**config.mk**
```make
export PLATFORM = sky130hd
export DESIGN_NAME = rau_ctrl
export DESIGN_NICKNAME = d
export VERILOG_FILES = /design/src/rtl/core/rau_pkg.sv /design/src/rtl/core/rau_ctrl.sv
export SDC_FILE = /design/constraint.sdc
export NUM_CORES = 1
export LEC_CHECK = 0
export ABC_AREA = 1
export BUFFER_PORTS_ARGS = -buffer_cell sky130_fd_sc_hd__buf_2
export CORE_AREA = 2 2 39 41
export DETAILED_ROUTE_END_ITERATION = 7
export DIE_AREA = 0 0 41 43
export HOLD_SLACK_MARGIN = 0.05
export PLACE_DENSITY_LB_ADDON = 0.08
export SYNTH_ARGS = -nofsm -noshare
export SYNTH_HDL_FRONTEND = slang
export SYNTH_SLANG_ARGS = --single-unit
```
**constraint.sdc**
```tcl
create_clock -name i_clk -period 1.35 [get_ports i_clk]
set_input_delay 0.2025 -clock i_clk [delete_from_list [all_inputs] [get_ports i_clk]]
set_output_delay 0.2025 -clock i_clk [all_outputs]
set_load 0.03 [all_outputs]
```
**src/rtl/core/rau_pkg.sv**
```systemverilog
// Shared types and codes for the rational arithmetic unit.
`default_nettype none
package rau_pkg;

    localparam int FIELD_W = 32;  // operand and result numerator field width
    localparam int DEN_W   = 31;  // result denominator field width

    typedef enum logic [2:0] {
        CMD_REDUCE,
        CMD_ADD,
        CMD_SUB,
        CMD_MUL,
        CMD_DIV,
        CMD_NEG,
        CMD_ABS,
        CMD_EQ
    } t_cmd;

    typedef enum logic [1:0] {
        ST_OK,
        ST_ERR,
        ST_OVF
    } t_status;

    typedef enum logic [1:0] {
        MUL_P,
        MUL_Q,
        MUL_D
    } t_mul_step;

    typedef enum logic {
        DIV_NUM,
        DIV_DEN
    } t_div_sel;

    // controller -> datapath
    typedef struct packed {
        logic      load;
        logic      mul_en;
        t_mul_step mul_step;
        logic      comb;
        logic      gcd_step;
        logic      div_init;
        logic      div_step;
        logic      div_store;
        t_div_sel  div_sel;
        logic      out_ok;
        logic      out_err;
    } t_dp_ctrl;

    // datapath -> controller
    typedef struct packed {
        logic bad;
        logic gcd_done;
        logic div_done;
    } t_dp_stat;

endpackage
`default_nettype wire

```
**src/rtl/core/rau_ctrl.sv**
```systemverilog
// Controller: sequences load, multiply, gcd, divide and result hand-off.
`default_nettype none
module rau_ctrl (
    input  wire logic              i_clk,
    input  wire logic              i_rst_n,
    input  wire logic              i_in_valid,
    output logic                   o_in_ready,
    output logic                   o_out_valid,
    input  wire logic              i_out_ready,
    input  wire rau_pkg::t_dp_stat i_stat,
    output rau_pkg::t_dp_ctrl      o_ctrl
);
    typedef enum logic [3:0] {
        S_IDLE, S_CHK, S_MP, S_MQ, S_MD, S_COMB, S_GCD,
        S_DNI, S_DN, S_DDI, S_DD, S_FIN, S_ERR
    } t_state;

    t_state r_state, n_state;
    logic   r_out_valid;
    logic   out_free;

    assign out_free = !r_out_valid || i_out_ready;

    always_comb begin
        n_state = r_state;
        o_ctrl  = '0;
        case (r_state)
            S_IDLE: begin
                o_ctrl.load = i_in_valid;
                if (i_in_valid) n_state = S_CHK;
            end
            S_CHK: n_state = i_stat.bad ? S_ERR : S_MP;
            S_MP: begin
                o_ctrl.mul_en   = 1'b1;
                o_ctrl.mul_step = rau_pkg::MUL_P;
                n_state         = S_MQ;
            end
            S_MQ: begin
                o_ctrl.mul_en   = 1'b1;
                o_ctrl.mul_step = rau_pkg::MUL_Q;
                n_state         = S_MD;
            end
            S_MD: begin
                o_ctrl.mul_en   = 1'b1;
                o_ctrl.mul_step = rau_pkg::MUL_D;
                n_state         = S_COMB;
            end
            S_COMB: begin
                o_ctrl.comb = 1'b1;
                n_state     = S_GCD;
            end
            S_GCD: begin
                if (i_stat.gcd_done) n_state = S_DNI;
                else o_ctrl.gcd_step = 1'b1;
            end
            S_DNI: begin
                o_ctrl.div_init = 1'b1;
                o_ctrl.div_sel  = rau_pkg::DIV_NUM;
                n_state         = S_DN;
            end
            S_DN: begin
                o_ctrl.div_sel = rau_pkg::DIV_NUM;
                if (i_stat.div_done) begin
                    o_ctrl.div_store = 1'b1;
                    n_state          = S_DDI;
                end else begin
                    o_ctrl.div_step = 1'b1;
                end
            end
            S_DDI: begin
                o_ctrl.div_init = 1'b1;
                o_ctrl.div_sel  = rau_pkg::DIV_DEN;
                n_state         = S_DD;
            end
            S_DD: begin
                o_ctrl.div_sel = rau_pkg::DIV_DEN;
                if (i_stat.div_done) begin
                    o_ctrl.div_store = 1'b1;
                    n_state          = S_FIN;
                end else begin
                    o_ctrl.div_step = 1'b1;
                end
            end
            S_FIN: begin
                if (out_free) begin
                    o_ctrl.out_ok = 1'b1;
                    n_state       = S_IDLE;
                end
            end
            S_ERR: begin
                if (out_free) begin
                    o_ctrl.out_err = 1'b1;
                    n_state        = S_IDLE;
                end
            end
            default: n_state = S_IDLE;
        endcase
    end

    always_ff @(posedge i_clk) begin
        if (!i_rst_n) begin
            r_state     <= S_IDLE;
            r_out_valid <= 1'b0;
        end else begin
            r_state <= n_state;
            if (o_ctrl.out_ok || o_ctrl.out_err) begin
                r_out_valid <= 1'b1;
            end else if (i_out_ready) begin
                r_out_valid <= 1'b0;
            end
        end
    end

    assign o_in_ready  = (r_state == S_IDLE);
    assign o_out_valid = r_out_valid;

endmodule
`default_nettype wire

```
==> results.json <==
{
  "outcome": "finished, violations left",
  "failed_checks": "negative setup slack",
  "grt_setup_unrepaired": "yes",
  "combPwrFrac": 0.713,
  "p_int_uw": 821,
  "dp_hpwl_um": 967,
  "ios": 21,
  "seq_area_sq_um": 115,
  "worst_ep_required_time_ns": 1.15,
  "wirelength_um": 1280,
  "syn_nets": 95,
  "yosysWarnings": 0,
  "ctsRootBufferMaster": "clkbuf_4",
  "drc": 0,
  "antenna_left": 0,
  "start_util": 0.345,
  "busiest_layer": "met2",
  "crit_family": "simple AND/OR/NAND/NOR gates",
  "hp-class": "in2reg",
  "synth_edf_count": 0,
  "final-max-slew-violation-count": 0,
  "cts_hold_buffers": 0,
  "cp_max_fo": 6,
  "grtUsageMet3": 0.0157,
  "grt_use_total": 0.170,
  "slowest_delay_ns": 0.36,
  "layout_setup_ws_ns": -0.0248,
  "holdPathStages": 3,
  "powerDensity_mw_per_mm2": 2070,
  "first_pass_iters": 2,
  "min_from": "i_rst_n",
  "cp_num_buf_inv": 1,
  "worst_pin_slew_ns": 0.217,
  "worst_path_max_delay_cell": "dfxtp_4",
  "routabilityCongestion": 0.759,
  "groute.layer.met1.usage": 0.192,
  "cts_max_path_buffers": 2,
  "synth_area_per_cell_sq_um": 5.43,
  "yosysUniqueCellTypes": 14,
  "p_clk_frac": 0.100,
  "yosys.area.top_type_share": 0.212,
  "path_cells": "nor2_4 -> nand2_2 -> nor2_2 -> buf_4",
  "critical_path_class": "reg2out",
  "cts_buffers": 3,
  "cp.arrival_ns": 1.17,
  "vias": 601,
  "seqPwrFrac": 0.187,
  "r2r-end": "r_state[1]$_SDFFE_PN0P_",
  "row_count": 14,
  "port_buffers": 20,
  "max_slew_margin": 0.855,
  "period_share": 1.02,
  "cts.sinks": 5,
  "diodes": 0,
  "worst_clock_skew_ns": 0.000702,
  "core-area_sq_mm": 0.00138,
  "multi_input_area_sq_um": 355,
  "grt_pass1_vias": 546,
  "startpoint_type": "flip-flop",
  "p_leak_uw": 0.000501,
  "die_h_um": 43,
  "synthTopCellsByArea": "nand2_1, dfxtp_1, inv_1",
  "synth_seq_cells": 5,
  "num-nets-final": 128,
  "synth_most_common_cell": "nand2_1",
  "cts_tree": "yes",
  "grt_util_met2": 0.275,
  "yosysTopAreaCell": "nand2_1",
  "antenna_found_initial": 0,
  "cap_violations": 0,
  "ys_top_cells_by_count": "nand2_1, inv_1, nor2_1",
  "fin_util": 0.588,
  "clk_latency_ns": 0.24,
  "grt-ovfl-total": 0,
  "synth_ff_type": "dfxtp_1",
  "dp.cells": 124,
  "instances_no_fill": 136,
  "drtIter0Drc": 4,
  "clk_pin_slew_ns": 0.04,
  "num-fill-cells": 147,
  "postSynthCellCount": 88,
  "grt_pass1_wl_um": 2020,
  "timing.fmax_mhz": 727,
  "finalCriticalPeriod_ns": 1.37,
  "die_x_um": 41,
  "ir_drop_mv": 0.926,
  "rrSetupSlack_ns": 0.05,
  "area_delta_synth_final_pct": 70.2,
  "viasPerCell": 4.42,
  "setup_violations": 4,
  "reg2regPathDepth": 8,
  "grt_max_degree": 9,
  "async_flop_share": 0,
  "min_to": "o_out_valid$_SDFFE_PN0P_",
  "regToRegStartpoint": "r_state[3]$_SDFFE_PN0P_",
  "p_sw_uw": 865,
  "hold_viol": 0,
  "dieArea_sq_mm": 0.00176,
  "drt-wirelength-per-cell_um": 9.42,
  "h-tree-depth": 1,
  "yosysSeqAreaShare": 0.209,
  "switching_share": 0.513,
  "end_kind": "primary output",
  "syn_area_sq_um": 478,
  "drive_above_1_share": 0.575
}
-- state kept, by name, indices dropped and copies added (netlist names) --
signal	count
o_out_valid	1
r_state	4
-- routing by layer --
layer / vias up / routed length (um)
met5: - / 0
met4: 0 / 10
met3: 2 / 51
met2: 13 / 687
met1: 260 / 532
li1: 326 / -
-- through the flow --
stage	cell area (sq um)	TNS, ns	hold WS (ns)	worst slack, ns	total power (uW)
after floorplan	483	0	0.300	0.0337	941
after global placement	603	-0.00734	0.456	-0.00734	1150
after detailed placement	603	0	0.456	0.00436	1150
after CTS	736	-0.123	0.200	-0.0431	1530
after global routing	813	-0.672	0.236	-0.0833	1840
final	813	-0.0460	0.210	-0.0248	1690
-- layout make-up --
class / instances / share of cell area
clock buffer: 4 / 0.0323
inverter: 20 / 0.0985
multi-input combinational: 63 / 0.437
sequential: 5 / 0.142
tap: 16 / 0.0246
timing repair buffer: 28 / 0.266
-- cell families (layout without fill, tap and decap cells) --
family          Yosys count  after routing  share of synthesized area
buf+inv                  20             52                      0.157
compound gates            1              1                     0.0340
flops                     5              5                      0.209
simple gates             62             62                      0.599
-- power groups by stage --
stage / sequential (uW) / clock (uW) / combinational [uW]
floorplan: 257 / 0 / 683
global placement: 259 / 0 / 891
detailed placement: 263 / 0 / 889
CTS: 314 / 179 / 1030
global route: 326 / 183 / 1330
finish: 315 / 168 / 1200
-- worst max-delay path by stage --
stage,startpoint,end,slack (ns),depth (start not counted)
global route,r_state[3]$_SDFFE_PN0P_,o_ctrl[3],-0.08,5
detailed placement,r_state[2]$_SDFFE_PN0P_,o_ctrl[10],0.004,4
CTS,r_state[3]$_SDFFE_PN0P_,o_ctrl[3],-0.04,5
floorplan,o_out_valid$_SDFFE_PN0P_,r_state[1]$_SDFFE_PN0P_,0.03,6
finish,r_state[1]$_SDFFE_PN0P_,o_ctrl[0],-0.02,4
global placement,r_state[2]$_SDFFE_PN0P_,o_ctrl[10],-0.007,4
-- layout by cell type (no fill, tap or decap), drive strengths merged --
master and instances:
buf 28, dfxtp 5, inv 20, or2 1, clkbuf 4, a21oi 1
nand2 29, nand3 9, nor3 2, nor2 21
-- worst register-to-register path: stages, from the launching register on --
cell and delay (ns):
dfxtp_4 0.37, inv_4 0.04, nor2_4 0.17, nand2_2 0.08
buf_4 0.15, a21oi_4 0.14, nor2_4 0.08, nor2_1 0.12
nor2_2 0.05
-- timing repair --
item                       4_1_cts  5_1_grt
setup endpoints to repair       13       16
buffers inserted                 3        5
pin swaps                        5        7
gates resized for setup         33       19
Power figures use the tool's default switching activity.
